### src/hdl/gpa_pkg.sv
`timescale 1ns / 1ps
`default_nettype none
// ----------------------------------------------------------------------------
// gpa_pkg
// Shared types and codes for the greedy track/detection pair assignment block.
// ----------------------------------------------------------------------------
package gpa_pkg;

  // op codes of an input word
  localparam logic [1:0] OP_BEGIN = 2'd0;
  localparam logic [1:0] OP_PAIR  = 2'd1;
  localparam logic [1:0] OP_END   = 2'd2;

  // result kinds
  localparam logic [2:0] KIND_ASSIGN     = 3'd0;
  localparam logic [2:0] KIND_FREE_DET   = 3'd1;
  localparam logic [2:0] KIND_FREE_TRACK = 3'd2;
  localparam logic [2:0] KIND_DONE       = 3'd3;
  localparam logic [2:0] KIND_REJECT     = 3'd4;

  typedef struct packed {
    logic [1:0]  op;
    logic [5:0]  track_count;
    logic [5:0]  detection_count;
    logic [4:0]  pair_track;
    logic [4:0]  pair_detection;
    logic [15:0] pair_score;
  } cmd_t;

  typedef struct packed {
    logic [2:0]  kind;
    logic [4:0]  out_track;
    logic [4:0]  out_detection;
    logic [15:0] out_score;
    logic        last;
  } result_t;

  // controller -> datapath
  typedef struct packed {
    logic frame_load;
    logic pair_check;
    logic scan_start;
    logic phase_switch;
    logic scan_det;
    logic scan_trk;
    logic flush;
  } ctl_t;

  // datapath -> controller
  typedef struct packed {
    logic det_left;
    logic trk_left;
  } stat_t;

endpackage

`default_nettype wire

### src/hdl/greedy_pair_assignment.sv
`timescale 1ns / 1ps
`default_nettype none
// ----------------------------------------------------------------------------
// greedy_pair_assignment
// Greedy one-to-one matching of score-sorted track/detection pairs.
//
//   channel  ports               handshake
//   -------  ------------------  ------------------------------------
//   input    cmd  (cmd_t)        word taken when start && !busy
//   output   result (result_t)   word valid for the one cycle strobe is high
//
// Begin and pair words leave busy low: a new word can follow every cycle
// while busy is low. An assigned or rejected pair shows its result the
// cycle after it is taken; a pair with a used track or detection gives none.
// An end word holds busy for the scan: one map bit per cycle, one pass per map.
// Synchronous reset clears the maps and counts; no clearing pass is needed.
// The receiver cannot stall; results are never held back.
// ----------------------------------------------------------------------------
module greedy_pair_assignment #(
  parameter int MAX_TRACKS     = 32,
  parameter int MAX_DETECTIONS = 32
) (
  input  wire logic             clk,
  input  wire logic             rst,
  input  wire logic             start,
  input  wire gpa_pkg::cmd_t    cmd,
  output logic                  busy,
  output logic                  strobe,
  output gpa_pkg::result_t      result
);
  import gpa_pkg::*;

  ctl_t  ctl;
  stat_t stat;

  gpa_ctrl u_ctrl (
    .clk   (clk),
    .rst   (rst),
    .start (start),
    .op    (cmd.op),
    .stat  (stat),
    .ctl   (ctl),
    .busy  (busy)
  );

  gpa_datapath #(
    .MAX_TRACKS     (MAX_TRACKS),
    .MAX_DETECTIONS (MAX_DETECTIONS)
  ) u_datapath (
    .clk    (clk),
    .rst    (rst),
    .cmd    (cmd),
    .ctl    (ctl),
    .stat   (stat),
    .strobe (strobe),
    .result (result)
  );

endmodule

`default_nettype wire

### src/hdl/gpa_ctrl.sv
`timescale 1ns / 1ps
`default_nettype none
// ----------------------------------------------------------------------------
// gpa_ctrl
// Sequencer: decodes accepted words and walks the end-of-frame scan phases.
// ----------------------------------------------------------------------------
module gpa_ctrl (
  input  wire logic          clk,
  input  wire logic          rst,
  input  wire logic          start,
  input  wire logic [1:0]    op,
  input  wire gpa_pkg::stat_t stat,
  output gpa_pkg::ctl_t      ctl,
  output logic               busy
);
  import gpa_pkg::*;

  typedef enum logic [1:0] {
    S_IDLE,
    S_DET,
    S_TRK
  } state_t;

  state_t state;
  state_t state_next;

  always_comb begin
    ctl        = '0;
    state_next = state;
    case (state)
      S_IDLE: begin
        if (start && !busy) begin
          case (op)
            OP_BEGIN: ctl.frame_load = 1'b1;
            OP_PAIR:  ctl.pair_check = 1'b1;
            OP_END: begin
              ctl.scan_start = 1'b1;
              state_next     = S_DET;
            end
            default: ;
          endcase
        end
      end
      S_DET: begin
        if (stat.det_left) begin
          ctl.scan_det = 1'b1;
        end else begin
          ctl.phase_switch = 1'b1;
          state_next       = S_TRK;
        end
      end
      S_TRK: begin
        if (stat.trk_left) begin
          ctl.scan_trk = 1'b1;
        end else begin
          ctl.flush  = 1'b1;
          state_next = S_IDLE;
        end
      end
      default: state_next = S_IDLE;
    endcase
  end

  always_ff @(posedge clk) begin
    if (rst) begin
      state <= S_IDLE;
      busy  <= 1'b0;
    end else begin
      state <= state_next;
      busy  <= (state_next != S_IDLE);
    end
  end

  a_busy_state: assert property (@(posedge clk) disable iff (rst)
    busy == (state != S_IDLE)) else $error("busy out of step with state");

  a_ctl_onehot: assert property (@(posedge clk) disable iff (rst)
    $onehot0(ctl)) else $error("more than one datapath command");

  a_flush_idle: assert property (@(posedge clk) disable iff (rst)
    ctl.flush |=> !busy) else $error("still busy after flush");

endmodule

`default_nettype wire

### src/hdl/gpa_datapath.sv
`timescale 1ns / 1ps
`default_nettype none
// ----------------------------------------------------------------------------
// gpa_datapath
// Used maps, frame counts, scan index, one-deep hold word and result register.
// ----------------------------------------------------------------------------
module gpa_datapath #(
  parameter int MAX_TRACKS     = 32,
  parameter int MAX_DETECTIONS = 32
) (
  input  wire logic            clk,
  input  wire logic            rst,
  input  wire gpa_pkg::cmd_t   cmd,
  input  wire gpa_pkg::ctl_t   ctl,
  output gpa_pkg::stat_t       stat,
  output logic                 strobe,
  output gpa_pkg::result_t     result
);
  import gpa_pkg::*;

  localparam int TW = (MAX_TRACKS > 1) ? $clog2(MAX_TRACKS) : 1;
  localparam int DW = (MAX_DETECTIONS > 1) ? $clog2(MAX_DETECTIONS) : 1;
  localparam logic [5:0] TMAX = 6'(MAX_TRACKS);
  localparam logic [5:0] DMAX = 6'(MAX_DETECTIONS);

  logic [MAX_TRACKS-1:0]     track_taken;
  logic [MAX_DETECTIONS-1:0] detection_taken;
  logic [5:0]                frame_tracks;
  logic [5:0]                frame_detections;
  logic [5:0]                idx;
  logic                      pend_vld;
  result_t                   pend;

  logic pair_in_range;
  logic pair_free;
  logic det_free;
  logic trk_free;

  // indices are only used once they are known to be below the frame count
  assign pair_in_range = ({1'b0, cmd.pair_track} < frame_tracks) &&
                         ({1'b0, cmd.pair_detection} < frame_detections);
  assign pair_free = !track_taken[cmd.pair_track[TW-1:0]] &&
                     !detection_taken[cmd.pair_detection[DW-1:0]];
  assign det_free  = !detection_taken[idx[DW-1:0]];
  assign trk_free  = !track_taken[idx[TW-1:0]];

  assign stat.det_left = idx < frame_detections;
  assign stat.trk_left = idx < frame_tracks;

  // control state
  always_ff @(posedge clk) begin
    if (rst) begin
      track_taken      <= '0;
      detection_taken  <= '0;
      frame_tracks     <= '0;
      frame_detections <= '0;
      idx              <= '0;
      pend_vld         <= 1'b0;
      strobe           <= 1'b0;
    end else begin
      strobe <= 1'b0;
      if (ctl.frame_load) begin
        frame_tracks     <= (cmd.track_count > TMAX) ? TMAX : cmd.track_count;
        frame_detections <= (cmd.detection_count > DMAX) ? DMAX : cmd.detection_count;
        track_taken      <= '0;
        detection_taken  <= '0;
      end
      if (ctl.pair_check) begin
        if (!pair_in_range) begin
          strobe <= 1'b1;
        end else if (pair_free) begin
          strobe                                      <= 1'b1;
          track_taken[cmd.pair_track[TW-1:0]]         <= 1'b1;
          detection_taken[cmd.pair_detection[DW-1:0]] <= 1'b1;
        end
      end
      if (ctl.scan_start) begin
        idx      <= '0;
        pend_vld <= 1'b0;
      end
      if (ctl.phase_switch) begin
        idx <= '0;
      end
      if (ctl.scan_det) begin
        idx <= idx + 6'd1;
        if (det_free) begin
          strobe   <= pend_vld;
          pend_vld <= 1'b1;
        end
      end
      if (ctl.scan_trk) begin
        idx <= idx + 6'd1;
        if (trk_free) begin
          strobe   <= pend_vld;
          pend_vld <= 1'b1;
        end
      end
      if (ctl.flush) begin
        strobe   <= 1'b1;
        pend_vld <= 1'b0;
      end
    end
  end

  // payload: a free entry is held back in the hold word so the final word can carry last
  always_ff @(posedge clk) begin
    if (ctl.pair_check) begin
      if (!pair_in_range) begin
        result <= '{kind: KIND_REJECT, out_track: cmd.pair_track,
                    out_detection: cmd.pair_detection, out_score: 16'd0, last: 1'b1};
      end else if (pair_free) begin
        result <= '{kind: KIND_ASSIGN, out_track: cmd.pair_track,
                    out_detection: cmd.pair_detection, out_score: cmd.pair_score,
                    last: 1'b1};
      end
    end
    if (ctl.scan_det && det_free) begin
      result <= pend;
      pend   <= '{kind: KIND_FREE_DET, out_track: 5'd0, out_detection: idx[4:0],
                  out_score: 16'd0, last: 1'b0};
    end
    if (ctl.scan_trk && trk_free) begin
      result <= pend;
      pend   <= '{kind: KIND_FREE_TRACK, out_track: idx[4:0], out_detection: 5'd0,
                  out_score: 16'd0, last: 1'b0};
    end
    if (ctl.flush) begin
      if (pend_vld) begin
        result <= '{kind: pend.kind, out_track: pend.out_track,
                    out_detection: pend.out_detection, out_score: pend.out_score,
                    last: 1'b1};
      end else begin
        result <= '{kind: KIND_DONE, out_track: 5'd0, out_detection: 5'd0,
                    out_score: 16'd0, last: 1'b1};
      end
    end
  end

  a_assign_marked: assert property (@(posedge clk) disable iff (rst)
    strobe && result.kind == KIND_ASSIGN |->
      track_taken[result.out_track[TW-1:0]] &&
      detection_taken[result.out_detection[DW-1:0]])
    else $error("assignment word without both map bits set");

  a_pend_kind: assert property (@(posedge clk) disable iff (rst)
    pend_vld |-> (pend.kind == KIND_FREE_DET || pend.kind == KIND_FREE_TRACK))
    else $error("hold word has a bad kind");

  a_scan_range: assert property (@(posedge clk) disable iff (rst)
    ctl.scan_det |-> idx < frame_detections && idx <= 6'(MAX_DETECTIONS))
    else $error("detection scan past frame count");

endmodule

`default_nettype wire
### config.mk
export PLATFORM = sky130hd
export DESIGN_NAME = greedy_pair_assignment
export DESIGN_NICKNAME = d
export VERILOG_FILES = /design/src/hdl/gpa_pkg.sv /design/src/hdl/greedy_pair_assignment.sv /design/src/hdl/gpa_ctrl.sv /design/src/hdl/gpa_datapath.sv
export SDC_FILE = /design/constraint.sdc
export NUM_CORES = 1
export LEC_CHECK = 0
export ABC_AREA = 1
export BUFFER_PORTS_ARGS = -buffer_cell sky130_fd_sc_hd__buf_2
export CORE_MARGIN = 2
export CORE_UTILIZATION = 50
export CTS_CLUSTER_DIAMETER = 120
export DETAILED_ROUTE_END_ITERATION = 8
export MAX_ROUTING_LAYER = met4
export PLACE_DENSITY_LB_ADDON = 0.3
export SLEW_MARGIN = 10
export SYNTH_ARGS = -nofsm -noshare
export SYNTH_HDL_FRONTEND = slang
export SYNTH_SLANG_ARGS = --single-unit
### constraint.sdc
create_clock -name clk -period 5.58 [get_ports clk]
set_input_delay 0.279 -clock clk [delete_from_list [all_inputs] [get_ports clk]]
set_output_delay 0.279 -clock clk [all_outputs]
set_load 0.01 [all_outputs]
Word-level counts from Yosys, hierarchy flattened

Cells that the tools add are included.

Output and inout bits: 32
Logic and storage cells: 122
Input bits: 43
Flip-flop bits (word level): 129

Eq/ne operators: 5
Magnitude comparators: 11
Reduce and logical (&&, ||, !) cells: 20
$add $sub $neg: 1
Multiplexer cells: 66
Bitwise logic cells: 2

Operators by type and width:

| kind                                                                  | number |
|---|---|
| 32-bit 2-to-1 mux                                                     | 10 |
| 30-bit 2-to-1 mux                                                     | 6 |
| 32-bit OR                                                             | 2 |
| 27-bit 2-to-1 mux                                                     | 2 |
| 6-bit 2-to-1 mux                                                      | 6 |
| 29-bit 2-to-1 mux                                                     | 1 |
| 1-bit 2-to-1 mux                                                      | 26 |
| 1-bit binary-select mux with 5-bit select                             | 4 |
| 5-bit by 6-bit < comparator with 1-bit output, second input constant  | 3 |
| 6-bit > comparator, second input constant                             | 2 |
| 5-bit by 6-bit < comparator with 1-bit output                         | 2 |
| 6-bit < comparator                                                    | 2 |
| 2-bit 2-to-1 mux                                                      | 6 |
| 1-bit demux with 5-bit select                                         | 2 |
| 5-bit by 1-bit >= comparator with 1-bit output, second input constant | 2 |
| 4-bit nonzero test                                                    | 2 |
| 1-bit logical AND                                                     | 7 |
| 6-bit by 1-bit adder with 6-bit output, second input constant         | 1 |
| 3-bit 2-to-1 mux                                                      | 2 |
| 2-bit case mux with 3 select lines                                    | 1 |
| 1-bit zero test                                                       | 5 |
| 5-bit inequality test, second input constant                          | 1 |
| 2-bit by 1-bit equality test with 1-bit output, second input constant | 2 |
| 2-bit equality test, second input constant                            | 2 |
| other kinds (4)                                                       | 6 |

Logic depth before layout (Yosys ltp)

Depth in word-level cells: 12
Mapped depth: 17
Gate-level depth less buffers: 15

Hierarchy

From an unflattened synthesis, not the netlist that was laid out.

Cells, all modules: 1046
Area total of the unflattened synthesis: 7254.5 sq um

By module, submodules not included:

| module       | times used | seq. area each (sq um) | cells an instance | area an instance (sq um) |
|---|---|---|---|---|
| gpa_datapath | 1          | 2872.8                 | 1015              | 7081.8 |
| gpa_ctrl     | 1          | 60.1                   | 31                | 172.7 |

Least setup slack after synthesis

OpenSTA, ideal clock, no wires.

Path type: reg2reg
Start point: register u_datapath.idx[3]
End point: register u_datapath.result[0] (netlist name)
Path buffers: 0
Cell stages (with the launch flop): 10
Period minus slack after synthesis: 2671 ps
Slack: 2909 ps
Library setup time: 385 ps
Arrival time: 2287 ps
Required time: 5195 ps
Cell sequence: dfxtp_1 -> ha_1 -> a21oi_1 -> o21a_1 -> nand2_1 -> nor3_2 -> nand3_4 -> nand3_2 -> nor2_1 -> inv_1

Cells in the longest elaborated chain, start to end: 6
Elaborated cells between the ends (all ways): 18
Those cells by class: order compare (2); eq/ne (1); mux (9); reduce/logical (6)

Ends and longest elaborated chain:

| element                                                               | RTL line                                 | RTL |
|---|---|---|
| from (decl)                                                           | gpa_datapath.sv:30                       | `logic [5:0] idx;` |
| from (signal assigned)                                                | gpa_datapath.sv:85                       | `idx <= idx + 6'd1;` |
| from (signal assigned)                                                | gpa_datapath.sv:92                       | `idx <= idx + 6'd1;` |
| 6-bit < comparator, or another cell as far along                      | gpa_datapath.sv:48                       | `assign stat.trk_left = idx < frame_tracks;` |
| 1-bit 2-to-1 mux (on tied branches)                                   | -                                        |  |
| 2-bit 2-to-1 mux, or another cell as far along                        | gpa_ctrl.sv:30                           | `case (state)` |
| 1-bit logical AND (on tied branches)                                  | gpa_datapath.sv:122, gpa_datapath.sv:117 |  |
| 5-bit inequality test (no line) or 4-bit nonzero test (tied branches) | -                                        |  |
| 2-bit AND reduction (no line) *                                       | -                                        |  |

Mark *: on every way between the ends. The rest lies on a longest branch, timed or not. The select of a mux whose other input is x is not followed.
A chain may end at the register's enable or synchronous reset.

Final worst setup path

Start point: register u_datapath.idx[0]
End point: register u_datapath.result[2] (netlist name)

Cells in the longest elaborated chain, start to end: 6
Elaborated cells between the ends (all ways): 18
Those cells by class: order compare (2); eq/ne (1); mux (9); reduce/logical (6)

Ends and longest elaborated chain:

| element                                                               | RTL line |
|---|---|
| 6-bit < comparator, or another cell as far along                      | gpa_datapath.sv:48 |
| 1-bit 2-to-1 mux (on tied branches)                                   | - |
| 2-bit 2-to-1 mux, or another cell as far along                        | gpa_ctrl.sv:30 |
| 1-bit logical AND (on tied branches)                                  | gpa_datapath.sv:122, gpa_datapath.sv:117 |
| 5-bit inequality test (no line) or 4-bit nonzero test (tied branches) | - |
| 2-bit AND reduction (no line) *                                       | - |

Marks and branches as above.

==> flow_summary.ini <==
[status]
status = finished clean

[place]
detailedPlace.worstSlack_ns = 1.991
gp_congestion = 0.8903
port_buffers = 74
hpwl_um = 12600

[grt]
grtUsageTotal_pct = 25.56
antenna_found_initial = 0
grt_start_max_net_pins = 75
grt_overflow = 0
first_global_vias = 6489
grt_pass1_wl_um = 31420

[drt]
post_drt_wl_per_cell_um = 14.83
routed_via_density = 5.385
routed-via-count = 6958
ant_nets = 0
first_iter_violations = 632
route.detailed.drc = 0
routed_wirelength_um = 19160
drtPass1Iterations = 6

[synth]
synth_edf_count = 35
synthesis.nets = 1116
ys_warn_count = 0
netlist_instances = 1054
ys_ff_latch = 129
async_flop_share_pct = 0
yosys_most_used_dff = dfxtp_1
mappedNetlistArea_sq_um = 7321
synth_seq_area_share_pct = 40.06
ys_types = 40
avgSynthCellArea_sq_um = 6.946

[sta]
fmax_ghz = 0.2775
fin_tns_setup_ns = 0
worst_pin_slew_ns = 1.067
hold_viol = 0
period_minus_slack_ns = 3.604
rsz0062_at_grt = no
clock_skew_ns = 0.01595
final-max-slew-violation-count = 0
max-slew-margin-rel_pct = 28.80
finalCritPeriodShare_pct = 64.58
layout_setup_ws_ns = 1.976
finalSetupViolCount = 0

[pwr]
p_sw_share_pct = 25.19
p_comb_share_pct = 9.2
p_seq_share_pct = 43.0
power_density_nw_per_um2 = 286.8
p_leak_nw = 3.447
p_int_mw = 1.763
p_switching_uw = 593.4
peakVddDrop_mv = 0.2040
clkPwrFrac_pct = 47.8

[finish]
n_antenna_cell = 0
drive_gt1_share_pct = 11.91
nets = 1157
fillCellCount = 1355
area_growth_pct = 12.20

[clock_tree]
clock_path_buffers = 2
cts_setup_buffers = 0
numCtsBuffers = 17
cts.clk_slew.worst_paths_ns = 0.06
h-tree-depth = 4
worstSkewPairLatency_ns = 0.43
cts-root-buf = clkbuf_16
cts.sinks = 129
cts.repair.resized = 0
postCtsHoldBufs = 0
cts_tree = built

[die]
die_w_um = 125
initial_core_util_pct = 50.75
io_pins = 75
row_count = 44
design.core.area_sq_um = 14420
die_area_sq_um = 15630
die_h_um = 125

[setup_path]
crit_type = flop to flop
start_kind = flop
arrival_ns = 3.65
required_ns = 5.62
endpoint_kind = flop
r2r-start = u_datapath.idx[0]
r2r_cells = 10
rrSetupSlack_ns = 1.98
startpoint = u_datapath.idx[0]
endpoint = u_datapath.result[2]
r2r_end = u_datapath.result[2]
crit_fanout = 50

[hold_path]
hp-class = primary input to flop

[run]
maxCapViolations = 0
per-stage QoR:
step                util [%]  cell area, sq um  hold slack (ns)  cells  power [mW]
floorplan                  -              7321           0.4191   1054       1.181
global placement       52.82              7619           0.4511   1260       1.242
detailed placement     52.82              7619           0.4375   1260       1.247
CTS                    56.95              8214          0.09969   1292       2.370
global route           56.95              8214           0.1179   1292       2.440
finish                 56.95              8214           0.1186   1292       2.356
worst min path at each step:
stage	startpoint	endpoint	slack (ns)	depth (start not counted)
after detailed placement	u_datapath.pend[28]	u_datapath.pend[28]	0.44	2
final	cmd[26]	u_datapath.frame_detections[0]	0.12	3
after global routing	cmd[26]	u_datapath.frame_detections[0]	0.12	3
after global placement	u_datapath.pend[28]	u_datapath.pend[28]	0.45	2
after floorplan	u_datapath.pend[28]	u_datapath.pend[28]	0.42	2
after CTS	cmd[26]	u_datapath.frame_detections[0]	0.1	3
cells in the final DEF (no fill, tap or decap), drive strengths merged, types with 3 or more instances in the layout:
| cell type | Yosys | layout |
|---|---|---|
| a21oi | 99 | 99 |
| buf | 36 | 79 |
| bufinv | 0 | 3 |
| clkbuf | 21 | 19 |
| clkinv | 1 | 8 |
| dfxtp | 94 | 94 |
| edfxtp | 35 | 35 |
| ha | 19 | 19 |
| inv | 107 | 108 |
| nand2 | 371 | 371 |
| nand3 | 115 | 115 |
| nand4 | 4 | 4 |
| nor2 | 50 | 50 |
| nor3 | 27 | 27 |
| nor4 | 16 | 16 |
| o211ai | 3 | 3 |
| o21a | 3 | 3 |
| o21ai | 42 | 42 |
cell usage after synthesis, drive strengths merged (2+ instances only):
| master | instances | area [sq um] |
|---|---|---|
| nor2 | 50 | 190.2 |
| dfxtp | 94 | 1882 |
| buf | 36 | 271.5 |
| o21ai | 42 | 210.2 |
| or4 | 2 | 15.01 |
| o211ai | 3 | 22.52 |
| a21boi | 2 | 15.01 |
| nand3 | 115 | 605.6 |
| nor4 | 16 | 100.1 |
| a21o | 2 | 15.01 |
| ha | 19 | 237.7 |
| edfxtp | 35 | 1051 |
| nand4 | 4 | 40.04 |
| clkbuf | 21 | 78.83 |
| a21oi | 99 | 499.2 |
| inv | 107 | 409.1 |
| nand2 | 371 | 1403 |
| o21a | 3 | 22.52 |
| nor3 | 27 | 210.2 |
metal layers:
metal	up-vias	GRT usage [%]	routed length, um
met5	-	-	0
met4	0	10.00	387
met3	37	5.734	1295
met2	257	41.62	9252
met1	3147	30.97	8221
li1	3517	-	-
registers in the layout, summed over array words and instances (netlist names):
register,flops
u_datapath.idx,6
u_datapath.track_taken,32
u_datapath.pend_vld,1
u_ctrl.busy,1
u_ctrl.state,2
u_datapath.strobe,1
u_datapath.detection_taken,32
u_datapath.pend,12
u_datapath.result,30
u_datapath.frame_detections,6
u_datapath.frame_tracks,6
cells by family (layout without fill, tap and decap cells):
group | after synthesis | after routing | share of synthesized area (%)
adder cells (fa/ha/maj) | 19 | 19 | 3.247
XOR/XNOR | 2 | 2 | 0.2393
buffers and inverters | 165 | 219 | 10.43
flip-flops | 129 | 129 | 40.06
AO/OA/AOI/OAI | 153 | 153 | 10.92
AND/OR/NAND/NOR | 586 | 586 | 35.11
power groups by stage:
stage	clock network [mW]	registers, mW	logic (mW)
2_1_floorplan	0	1.04	0.143
4_1_cts	1.14	1.01	0.217
3_3_place_gp	0	1.03	0.211
3_5_place_dp	0	1.03	0.215
6_report	1.13	1.01	0.218
5_1_grt	1.18	1.01	0.242
area by class of cell:
class | instances | area [sq um] | area share (%)
clock buffer | 19 | 432.9 | 5.270
clock inverter | 13 | 162.7 | 1.980
inverter | 108 | 412.9 | 5.027
multi-input combinational | 760 | 3635 | 44.25
sequential | 129 | 2933 | 35.70
tap | 184 | 230.2 | 2.803
timing repair buffer | 79 | 407.9 | 4.966
critical path, cell delays in order (launching register included):
cell and delay, ns:
dfxtp_1 0.30, buf_4 0.27, inv_2 0.41, a21boi_0 0.16, o21ai_1 0.14, nand2_1 0.09
nor3_2 0.39, nand3_4 0.23, nand3_2 0.29, nor2_1 0.12, inv_1 0.78
No activity file was read; power rests on OpenSTA's default activity.
